==> config.mk <==
export PLATFORM = sky130hd
export DESIGN_NAME = gradient_test_pattern_generator_unit
export DESIGN_NICKNAME = d
export VERILOG_FILES = /design/src/hw/rtl/gtpg_pkg.sv /design/src/hw/rtl/gradient_test_pattern_generator_unit.sv /design/src/hw/rtl/gtpg_cfg.sv /design/src/hw/rtl/gtpg_ctrl.sv /design/src/hw/rtl/gtpg_dp.sv
export SDC_FILE = /design/constraint.sdc
export NUM_CORES = 2
export LEC_CHECK = 0
export ABC_AREA = 1
export BUFFER_PORTS_ARGS = -buffer_cell sky130_fd_sc_hd__clkbuf_2
export CAP_MARGIN = 20
export CELL_PAD_IN_SITES_DETAIL_PLACEMENT = 1
export CELL_PAD_IN_SITES_GLOBAL_PLACEMENT = 1
export CORE_MARGIN = 10
export CORE_UTILIZATION = 49
export CTS_CLUSTER_SIZE = 8
export DETAILED_ROUTE_END_ITERATION = 16
export GPL_ROUTABILITY_DRIVEN = 1
export PLACE_DENSITY = 0.85
export SETUP_SLACK_MARGIN = 0.2
export SYNTH_ARGS = -nofsm -noshare
export SYNTH_HDL_FRONTEND = slang
export SYNTH_SLANG_ARGS = --single-unit
==> constraint.sdc <==
create_clock -name clk -period 8 [get_ports clk]
set_clock_uncertainty 0.2 [all_clocks]
set_input_delay 0 -clock clk [delete_from_list [all_inputs] [get_ports clk]]
set_output_delay 0 -clock clk [all_outputs]
set_load 0.1 [all_outputs]
==> src/hw/rtl/gtpg_pkg.sv <==
`timescale 1ns / 1ps

package gtpg_pkg;

  // LCG and sequence-mix constants
  localparam logic [31:0] LCG_MUL = 32'd1664525;
  localparam logic [31:0] LCG_ADD = 32'd1013904223;
  localparam logic [31:0] SEQ_MIX = 32'd2654435761;

  // Configuration register indexes
  localparam int unsigned CFG_IDX_W = 8;
  localparam logic [CFG_IDX_W-1:0] CFG_FRAME_WIDTH  = 8'd0;
  localparam logic [CFG_IDX_W-1:0] CFG_FRAME_HEIGHT = 8'd1;
  localparam logic [CFG_IDX_W-1:0] CFG_NOISE_AMP    = 8'd2;
  localparam logic [CFG_IDX_W-1:0] CFG_NOISE_SEED   = 8'd3;

  // Input beat
  typedef struct packed {
    logic        start_frame;
    logic [31:0] frame_seq;
  } in_beat_t;

  // Output beat
  typedef struct packed {
    logic [7:0]  red;
    logic [7:0]  green;
    logic [7:0]  blue;
    logic [11:0] pixel_col;
    logic [11:0] pixel_row;
    logic        end_of_frame;
  } out_beat_t;

  // Configuration register file contents
  typedef struct packed {
    logic [12:0] frame_width;
    logic [12:0] frame_height;
    logic [7:0]  noise_amp;
    logic [31:0] noise_seed;
  } cfg_regs_t;

  // Controller -> datapath commands
  typedef struct packed {
    logic load;
    logic mix;
    logic step;
    logic div_step;
    logic emit;
  } cmd_t;

  // Datapath -> controller status
  typedef struct packed {
    logic in_start;
    logic amp_nz;
    logic div_last;
    logic out_free;
  } sts_t;

  typedef enum logic [2:0] {
    ST_IDLE,
    ST_MIX,
    ST_STEP,
    ST_DIV,
    ST_EMIT
  } state_t;

endpackage

==> src/hw/rtl/gradient_test_pattern_generator_unit.sv <==
`timescale 1ns / 1ps
// Gradient test pattern generator: raster-order RGB frame with LCG noise.
// Input channel (in_valid/in_ready/in_data): one beat asks for one pixel.
//   A beat with start_frame set restarts at pixel (0,0), takes the scroll
//   phase from frame_seq[7:0] and reseeds the noise LCG from frame_seq.
// Output channel (out_valid/out_ready/out_data): one pixel beat per input
//   beat, in order, with its coordinates and an end-of-frame flag.
// Config channel (cfg_valid/cfg_ready/cfg_index/cfg_data): always ready;
//   index 0 width, 1 height, 2 noise amplitude, 3 noise seed. Write only
//   while the block is idle.
// Sequence: one beat is worked at a time. A start beat passes a seed-mix
//   state (seed multiply) after the accept; with noise on, an LCG step and a
//   bit-serial remainder loop follow before the emit state. A new beat is
//   taken only once the last one is emitted; the remainder loop dominates.
// The output register holds a finished pixel while a new beat is accepted
//   and worked; if out_ready stays low the block waits at its output stage.
// Reset (rst_n, synchronous): coordinates, phase and LCG go to zero, config
//   returns to 320x240, amplitude 8, seed 0.
module gradient_test_pattern_generator_unit #(
  parameter int unsigned MAX_DIM = 4096
) (
  input  logic                                clk,
  input  logic                                rst_n,
  input  logic                                in_valid,
  output logic                                in_ready,
  input  gtpg_pkg::in_beat_t                  in_data,
  output logic                                out_valid,
  input  logic                                out_ready,
  output gtpg_pkg::out_beat_t                 out_data,
  input  logic                                cfg_valid,
  output logic                                cfg_ready,
  input  logic [gtpg_pkg::CFG_IDX_W-1:0]      cfg_index,
  input  logic [31:0]                         cfg_data
);

  gtpg_pkg::cfg_regs_t regs;
  gtpg_pkg::cmd_t      cmd;
  gtpg_pkg::sts_t      sts;

  gtpg_cfg u_cfg (
    .clk       (clk),
    .rst_n     (rst_n),
    .cfg_valid (cfg_valid),
    .cfg_ready (cfg_ready),
    .cfg_index (cfg_index),
    .cfg_data  (cfg_data),
    .regs      (regs)
  );

  gtpg_ctrl u_ctrl (
    .clk      (clk),
    .rst_n    (rst_n),
    .in_valid (in_valid),
    .in_ready (in_ready),
    .sts      (sts),
    .cmd      (cmd)
  );

  gtpg_dp #(
    .MAX_DIM (MAX_DIM)
  ) u_dp (
    .clk       (clk),
    .rst_n     (rst_n),
    .in_data   (in_data),
    .regs      (regs),
    .cmd       (cmd),
    .sts       (sts),
    .out_valid (out_valid),
    .out_ready (out_ready),
    .out_data  (out_data)
  );

`ifndef ASSERT_OFF
  // One beat in flight: no accept right after an accept
  assert property (@(posedge clk) disable iff (!rst_n)
    (in_valid && in_ready) |=> !in_ready)
    else $error("input accepted while previous beat still in work");

  // A pixel is only written when the output register can take it
  assert property (@(posedge clk) disable iff (!rst_n)
    cmd.emit |-> sts.out_free)
    else $error("pixel written over an untaken output beat");

  // A new output beat always comes from an emit command
  assert property (@(posedge clk) disable iff (!rst_n)
    $rose(out_valid) |-> $past(cmd.emit))
    else $error("output valid raised without an emit");
`endif

endmodule

==> src/hw/rtl/gtpg_cfg.sv <==
`timescale 1ns / 1ps

module gtpg_cfg (
  input  logic                             clk,
  input  logic                             rst_n,
  input  logic                             cfg_valid,
  output logic                             cfg_ready,
  input  logic [gtpg_pkg::CFG_IDX_W-1:0]   cfg_index,
  input  logic [31:0]                      cfg_data,
  output gtpg_pkg::cfg_regs_t              regs
);

  gtpg_pkg::cfg_regs_t regs_r;
  gtpg_pkg::cfg_regs_t regs_nxt;

  assign cfg_ready = 1'b1;
  assign regs      = regs_r;

  // Register decode; unknown indexes are dropped
  always_comb begin
    regs_nxt = regs_r;
    if (cfg_valid) begin
      case (cfg_index)
        gtpg_pkg::CFG_FRAME_WIDTH:  regs_nxt.frame_width  = cfg_data[12:0];
        gtpg_pkg::CFG_FRAME_HEIGHT: regs_nxt.frame_height = cfg_data[12:0];
        gtpg_pkg::CFG_NOISE_AMP:    regs_nxt.noise_amp    = cfg_data[7:0];
        gtpg_pkg::CFG_NOISE_SEED:   regs_nxt.noise_seed   = cfg_data;
        default: ;
      endcase
    end
  end

  always_ff @(posedge clk) begin
    if (!rst_n) begin
      regs_r.frame_width  <= 13'd320;
      regs_r.frame_height <= 13'd240;
      regs_r.noise_amp    <= 8'd8;
      regs_r.noise_seed   <= 32'd0;
    end else begin
      regs_r <= regs_nxt;
    end
  end

endmodule

==> src/hw/rtl/gtpg_ctrl.sv <==
`timescale 1ns / 1ps

module gtpg_ctrl (
  input  logic           clk,
  input  logic           rst_n,
  input  logic           in_valid,
  output logic           in_ready,
  input  gtpg_pkg::sts_t sts,
  output gtpg_pkg::cmd_t cmd
);

  gtpg_pkg::state_t state_r;
  gtpg_pkg::state_t state_nxt;

  always_ff @(posedge clk) begin
    if (!rst_n) begin
      state_r <= gtpg_pkg::ST_IDLE;
    end else begin
      state_r <= state_nxt;
    end
  end

  // Next state and commands
  always_comb begin
    state_nxt = state_r;
    cmd       = '0;
    in_ready  = 1'b0;
    case (state_r)
      gtpg_pkg::ST_IDLE: begin
        in_ready = 1'b1;
        if (in_valid) begin
          cmd.load = 1'b1;
          if (sts.in_start) begin
            state_nxt = gtpg_pkg::ST_MIX;
          end else if (sts.amp_nz) begin
            state_nxt = gtpg_pkg::ST_STEP;
          end else begin
            state_nxt = gtpg_pkg::ST_EMIT;
          end
        end
      end
      gtpg_pkg::ST_MIX: begin
        cmd.mix   = 1'b1;
        state_nxt = sts.amp_nz ? gtpg_pkg::ST_STEP : gtpg_pkg::ST_EMIT;
      end
      gtpg_pkg::ST_STEP: begin
        cmd.step  = 1'b1;
        state_nxt = gtpg_pkg::ST_DIV;
      end
      gtpg_pkg::ST_DIV: begin
        cmd.div_step = 1'b1;
        if (sts.div_last) begin
          state_nxt = gtpg_pkg::ST_EMIT;
        end
      end
      gtpg_pkg::ST_EMIT: begin
        if (sts.out_free) begin
          cmd.emit  = 1'b1;
          state_nxt = gtpg_pkg::ST_IDLE;
        end
      end
      default: begin
        state_nxt = gtpg_pkg::ST_IDLE;
      end
    endcase
  end

endmodule

==> src/hw/rtl/gtpg_dp.sv <==
`timescale 1ns / 1ps

module gtpg_dp #(
  parameter int unsigned MAX_DIM = 4096
) (
  input  logic                clk,
  input  logic                rst_n,
  input  gtpg_pkg::in_beat_t  in_data,
  input  gtpg_pkg::cfg_regs_t regs,
  input  gtpg_pkg::cmd_t      cmd,
  output gtpg_pkg::sts_t      sts,
  output logic                out_valid,
  input  logic                out_ready,
  output gtpg_pkg::out_beat_t out_data
);

  localparam int unsigned CNT_W = $clog2(MAX_DIM);
  localparam int unsigned DIM_W = $clog2(MAX_DIM + 1);
  localparam int unsigned EW    = (DIM_W > 13) ? DIM_W : 13;
  localparam int unsigned DIV_STEPS = 9;
  localparam int unsigned DCNT_W    = $clog2(DIV_STEPS);

  // Item and generator state
  logic [31:0]       seq_r;
  logic [31:0]       lcg_r, lcg_nxt;
  logic [7:0]        phase_r;
  logic [CNT_W-1:0]  col_r, row_r;

  // Remainder unit
  logic [8:0]        rem_r, dvd_r;
  logic [DCNT_W-1:0] dcnt_r;

  // Output register
  logic                out_valid_r;
  gtpg_pkg::out_beat_t out_r, pix;

  logic [31:0] mix_lo;
  logic [8:0]  span;
  logic [9:0]  trial;
  logic [8:0]  rem_nxt;
  logic [EW-1:0] w_raw, h_raw, w_eff, h_eff;
  logic        last_col, last_row;
  logic signed [9:0] noise;
  logic [7:0]  base_r, base_g, base_b;

  function automatic logic [7:0] clamp_ch(input logic [7:0] base, input logic signed [9:0] n);
    logic signed [10:0] s;
    s = $signed({3'b000, base}) + $signed({n[9], n});
    if (s < 0) begin
      clamp_ch = 8'd0;
    end else if (s > 11'sd255) begin
      clamp_ch = 8'd255;
    end else begin
      clamp_ch = s[7:0];
    end
  endfunction

  // Seed mix and LCG step
  assign mix_lo  = seq_r * gtpg_pkg::SEQ_MIX;
  assign lcg_nxt = lcg_r * gtpg_pkg::LCG_MUL + gtpg_pkg::LCG_ADD;

  // One restoring remainder step per cycle
  assign span    = {regs.noise_amp, 1'b1};
  assign trial   = {rem_r, dvd_r[8]};
  assign rem_nxt = (trial >= {1'b0, span}) ? 9'(trial - {1'b0, span}) : trial[8:0];

  // Effective frame size
  assign w_raw = EW'(regs.frame_width);
  assign h_raw = EW'(regs.frame_height);
  always_comb begin
    w_eff = w_raw;
    if (w_raw == '0) begin
      w_eff = EW'(1);
    end else if (w_raw > EW'(MAX_DIM)) begin
      w_eff = EW'(MAX_DIM);
    end
    h_eff = h_raw;
    if (h_raw == '0) begin
      h_eff = EW'(1);
    end else if (h_raw > EW'(MAX_DIM)) begin
      h_eff = EW'(MAX_DIM);
    end
  end

  assign last_col = EW'(col_r) >= (w_eff - EW'(1));
  assign last_row = EW'(row_r) >= (h_eff - EW'(1));

  // Pixel assembly
  assign noise  = $signed({1'b0, rem_r}) - $signed({2'b00, regs.noise_amp});
  assign base_r = 8'(col_r) + phase_r;
  assign base_g = 8'(row_r) + phase_r;
  assign base_b = 8'(col_r) + 8'(row_r);

  always_comb begin
    pix.red          = clamp_ch(base_r, noise);
    pix.green        = clamp_ch(base_g, noise);
    pix.blue         = clamp_ch(base_b, noise);
    pix.pixel_col    = 12'(col_r);
    pix.pixel_row    = 12'(row_r);
    pix.end_of_frame = last_col && last_row;
  end

  // Status
  assign sts.in_start = in_data.start_frame;
  assign sts.amp_nz   = (regs.noise_amp != 8'd0);
  assign sts.div_last = (dcnt_r == '0);
  assign sts.out_free = !out_valid_r || out_ready;

  assign out_valid = out_valid_r;
  assign out_data  = out_r;

  // Control state: coordinates, phase, LCG, output valid
  always_ff @(posedge clk) begin
    if (!rst_n) begin
      col_r       <= '0;
      row_r       <= '0;
      phase_r     <= '0;
      lcg_r       <= '0;
      out_valid_r <= 1'b0;
    end else begin
      if (cmd.load && in_data.start_frame) begin
        col_r   <= '0;
        row_r   <= '0;
        phase_r <= in_data.frame_seq[7:0];
      end
      if (cmd.mix) begin
        lcg_r <= regs.noise_seed ^ mix_lo;
      end
      if (cmd.step) begin
        lcg_r <= lcg_nxt;
      end
      if (cmd.emit) begin
        out_valid_r <= 1'b1;
        if (last_col) begin
          col_r <= '0;
          row_r <= last_row ? '0 : CNT_W'(row_r + 1'b1);
        end else begin
          col_r <= CNT_W'(col_r + 1'b1);
        end
      end else if (out_ready) begin
        out_valid_r <= 1'b0;
      end
    end
  end

  // Payload registers
  always_ff @(posedge clk) begin
    if (cmd.load) begin
      seq_r <= in_data.frame_seq;
      rem_r <= '0;
    end
    if (cmd.step) begin
      dvd_r  <= lcg_nxt[31:23];
      rem_r  <= '0;
      dcnt_r <= DCNT_W'(DIV_STEPS - 1);
    end
    if (cmd.div_step) begin
      rem_r  <= rem_nxt;
      dvd_r  <= {dvd_r[7:0], 1'b0};
      dcnt_r <= dcnt_r - 1'b1;
    end
    if (cmd.emit) begin
      out_r <= pix;
    end
  end

endmodule

==> impl_metrics.tcl <==
set metrics [dict create \
    tns_ps 0 \
    die_y_um 266.2 \
    whs_ps 41.45 \
    root_buffer "clkbuf_16" \
    clock_latency_ps 570 \
    cp_data_required_time_ps 8290 \
    boundaryPins 130 \
    synthDistinctLibCells 53 \
    dr.pass1.iters 5 \
    path_buf_inv 9 \
    layout_common_cells "878 x inv_1, 467 x nand2_1, 429 x ha_1" \
    arrival_ps 7690 \
    rows 90 \
    ff2ff_setup_slack_ps 600 \
    place_hpwl_um 80980 \
    worst_r2r_endpoint "u_dp.lcg_r[31]" \
    fin_area_um2 33570 \
    die_w_um 266.2 \
    drt_wl_total_um 108300 \
    cp_common_cell "inv_1" \
    finalSetupViolCount 0 \
    use_met3_pct 5.195 \
    use_met2_pct 54.44 \
    crit_path_end_kind "flop" \
    ys_ff_latch 237 \
    syn_area_um2 29700 \
    timing.final.crit_share_pct 92.48 \
    yosys_warnings 0 \
    drive_gt1_share_pct 6.754 \
    fin_nets 4651 \
    worst_slew_pin_slew_ps 880.7 \
    stdcell_count 4603 \
    grtUsageMet1_pct 35.62 \
    synth_nets 4391 \
    grt_start_max_net_pins 59 \
    relSlewSlack_pct 41.29 \
    max_freq_mhz 135.2 \
    min_from "in_data[31]" \
    max_stage_delay_ps 700 \
    rsz0062_at_grt "no" \
    ys.flop_type "dfxtp_1" \
    busiest_layer "met2" \
    synth_edf_count 102 \
    drc 0 \
    crit_fanout 8 \
    avgViaCountPerCell 5.652 \
    synthCells 3533 \
    min_period_ps 7398 \
    r2r_cells 26 \
    status "finished, final reports clean" \
    hold_path_depth 2 \
    start_util_pct 49.39 \
    core_area_um2 60130 \
    syn2layout_area_growth_pct 13.04 \
    crit_type "reg -> reg" \
    clk_path_buf_depth 3 \
    place.gp.congestion 0.9511 \
    clkTransAtPathRegs_ps 60 \
    slew_viol_final 0 \
    startpoint_type "flop" \
    port_buffers 128 \
    cts-resized-gates 0 \
    post_drt_wl_per_cell_um 23.53 \
    ys_async_sr_fraction_pct 0 \
    die-area_um2 70860 \
    max_cap_violations 0 \
    grt_pass1_vias 29256 \
    dp.cells 4407 \
    grt_pass1_wl_um 168200 \
    mostFrequentLayoutCell "inv_1" \
    cp_slowest_cell "fa_1" \
    htreeDepth 2 \
    hold_violations 0 \
    whs_endpoint "u_dp.seq_r[31]" \
    track_usage_pct 30.67 \
    placed_area_um2 31200 \
    clock-sinks 237 \
    vias 26014 \
    numCtsBuffers 36 \
    yosysSeqAreaShare_pct 19.41 \
    syn_avg_cell_area_um2 8.406 \
    ant_nets 0 \
    cts_tree "yes" \
    drtIter0Drc 1793 \
    grt.overflow.total 0 \
    cp_top_family "adder cells" \
    antenna_found_initial 1 \
    worst_r2r_startpoint "u_dp.seq_r[16]" \
    hp-class "in -> reg" \
]
## stage by stage
step,utilization [%],setup slack [ps]
floorplan,-,1248
global placement,51.89,876.9
detailed placement,51.89,765.3
CTS,55.73,601.8
global route,55.83,205.2
finish,55.83,601.5
## what timing repair did
action / CTS / global route
endpoints found under the setup margin: 0 / 2
setup buffers: 0 / 8
hold endpoints to repair: 123 / 0
hold buffers: 122 / 0
## sequential cells by signal (all words and copies together) (netlist names)
| register | count |
|---|---|
| u_dp.out_valid | 1 |
| u_ctrl.state_r | 3 |
| u_cfg.regs | 66 |
| u_dp.seq_r | 32 |
| u_dp.out_data | 49 |
| u_dp.dvd_r | 9 |
| u_dp.lcg_r | 32 |
| u_dp.phase_r | 8 |
| u_dp.rem_r | 9 |
| u_dp.row_r | 12 |
| u_dp.dcnt_r | 4 |
| u_dp.col_r | 12 |
## metal layers
| layer | vias up | routed length [um] |
|---|---|---|
| met5 | - | 0 |
| met4 | 0 | 5432 |
| met3 | 335 | 6172 |
| met2 | 922 | 54180 |
| met1 | 13140 | 42530 |
| li1 | 11617 | - |
## final cells by class
| cell class | count | area, um2 |
|---|---|---|
| Fill cell | 7202 | 26560 |
| Multi-Input combinational cell | 2354 | 20340 |
| Clock buffer | 62 | 1039 |
| Tap cell | 782 | 978.4 |
| Timing Repair Buffer | 279 | 2079 |
| Inverter | 885 | 3322 |
| Clock inverter | 3 | 47.55 |
| Sequential cell | 237 | 5766 |
| Antenna cell | 1 | 2.502 |
## cells in the mapped netlist, drive strengths merged, types with 2 or more instances
master	count	area, um2
edfxtp	102	3063
buf	21	150.1
and3	2	12.51
or2	25	156.4
fa	351	7027
clkinv	2	7.510
a21o	10	75.07
o21ai	198	998.5
inv	883	3314
a31oi	9	56.30
nand3b	8	60.06
a211oi	2	15.01
xnor2	57	499.2
o311ai	3	26.28
dfxtp	135	2703
nand4	27	187.7
o21bai	10	75.07
nand2	476	1809
nor4	2	18.77
clkbuf	36	135.1
xor2	84	743.2
nor2	210	793.3
a21boi	4	30.03
ha	429	5368
nor3	19	95.09
a21oi	232	1176
o41ai	2	17.52
a221oi	5	43.79
nand3	159	805.8
o211ai	22	180.2
## logic make-up (layout without fill, tap and decap cells)
family | after synthesis | in the layout | synth area share, %
AOI/OAI and AO/OA | 501 | 501 | 9.180
xor gates and xnor gates | 141 | 141 | 4.183
adders and majority gates | 780 | 780 | 41.73
buffers and inverters | 942 | 1229 | 12.15
DFF | 237 | 237 | 19.41
other | 1 | 2 | 0.01263
and+or+nand+nor | 931 | 931 | 13.33
## how the worst max path moves through the flow
stage	from	end	slack, ps	cells past startpoint
floorplan	u_dp.seq_r[6]	u_dp.lcg_r[23]	1250	28
global placement	u_dp.seq_r[8]	u_dp.lcg_r[27]	880	24
detailed placement	u_dp.seq_r[8]	u_dp.lcg_r[30]	770	26
CTS	u_dp.seq_r[8]	u_dp.lcg_r[30]	600	26
global route	u_dp.seq_r[9]	u_dp.lcg_r[30]	210	26
finish	u_dp.seq_r[16]	u_dp.lcg_r[31]	600	26
Power is left out: the tool's default activity adds up to more than one toggle a clock period on the data nets, which glitch-free logic cannot reach.
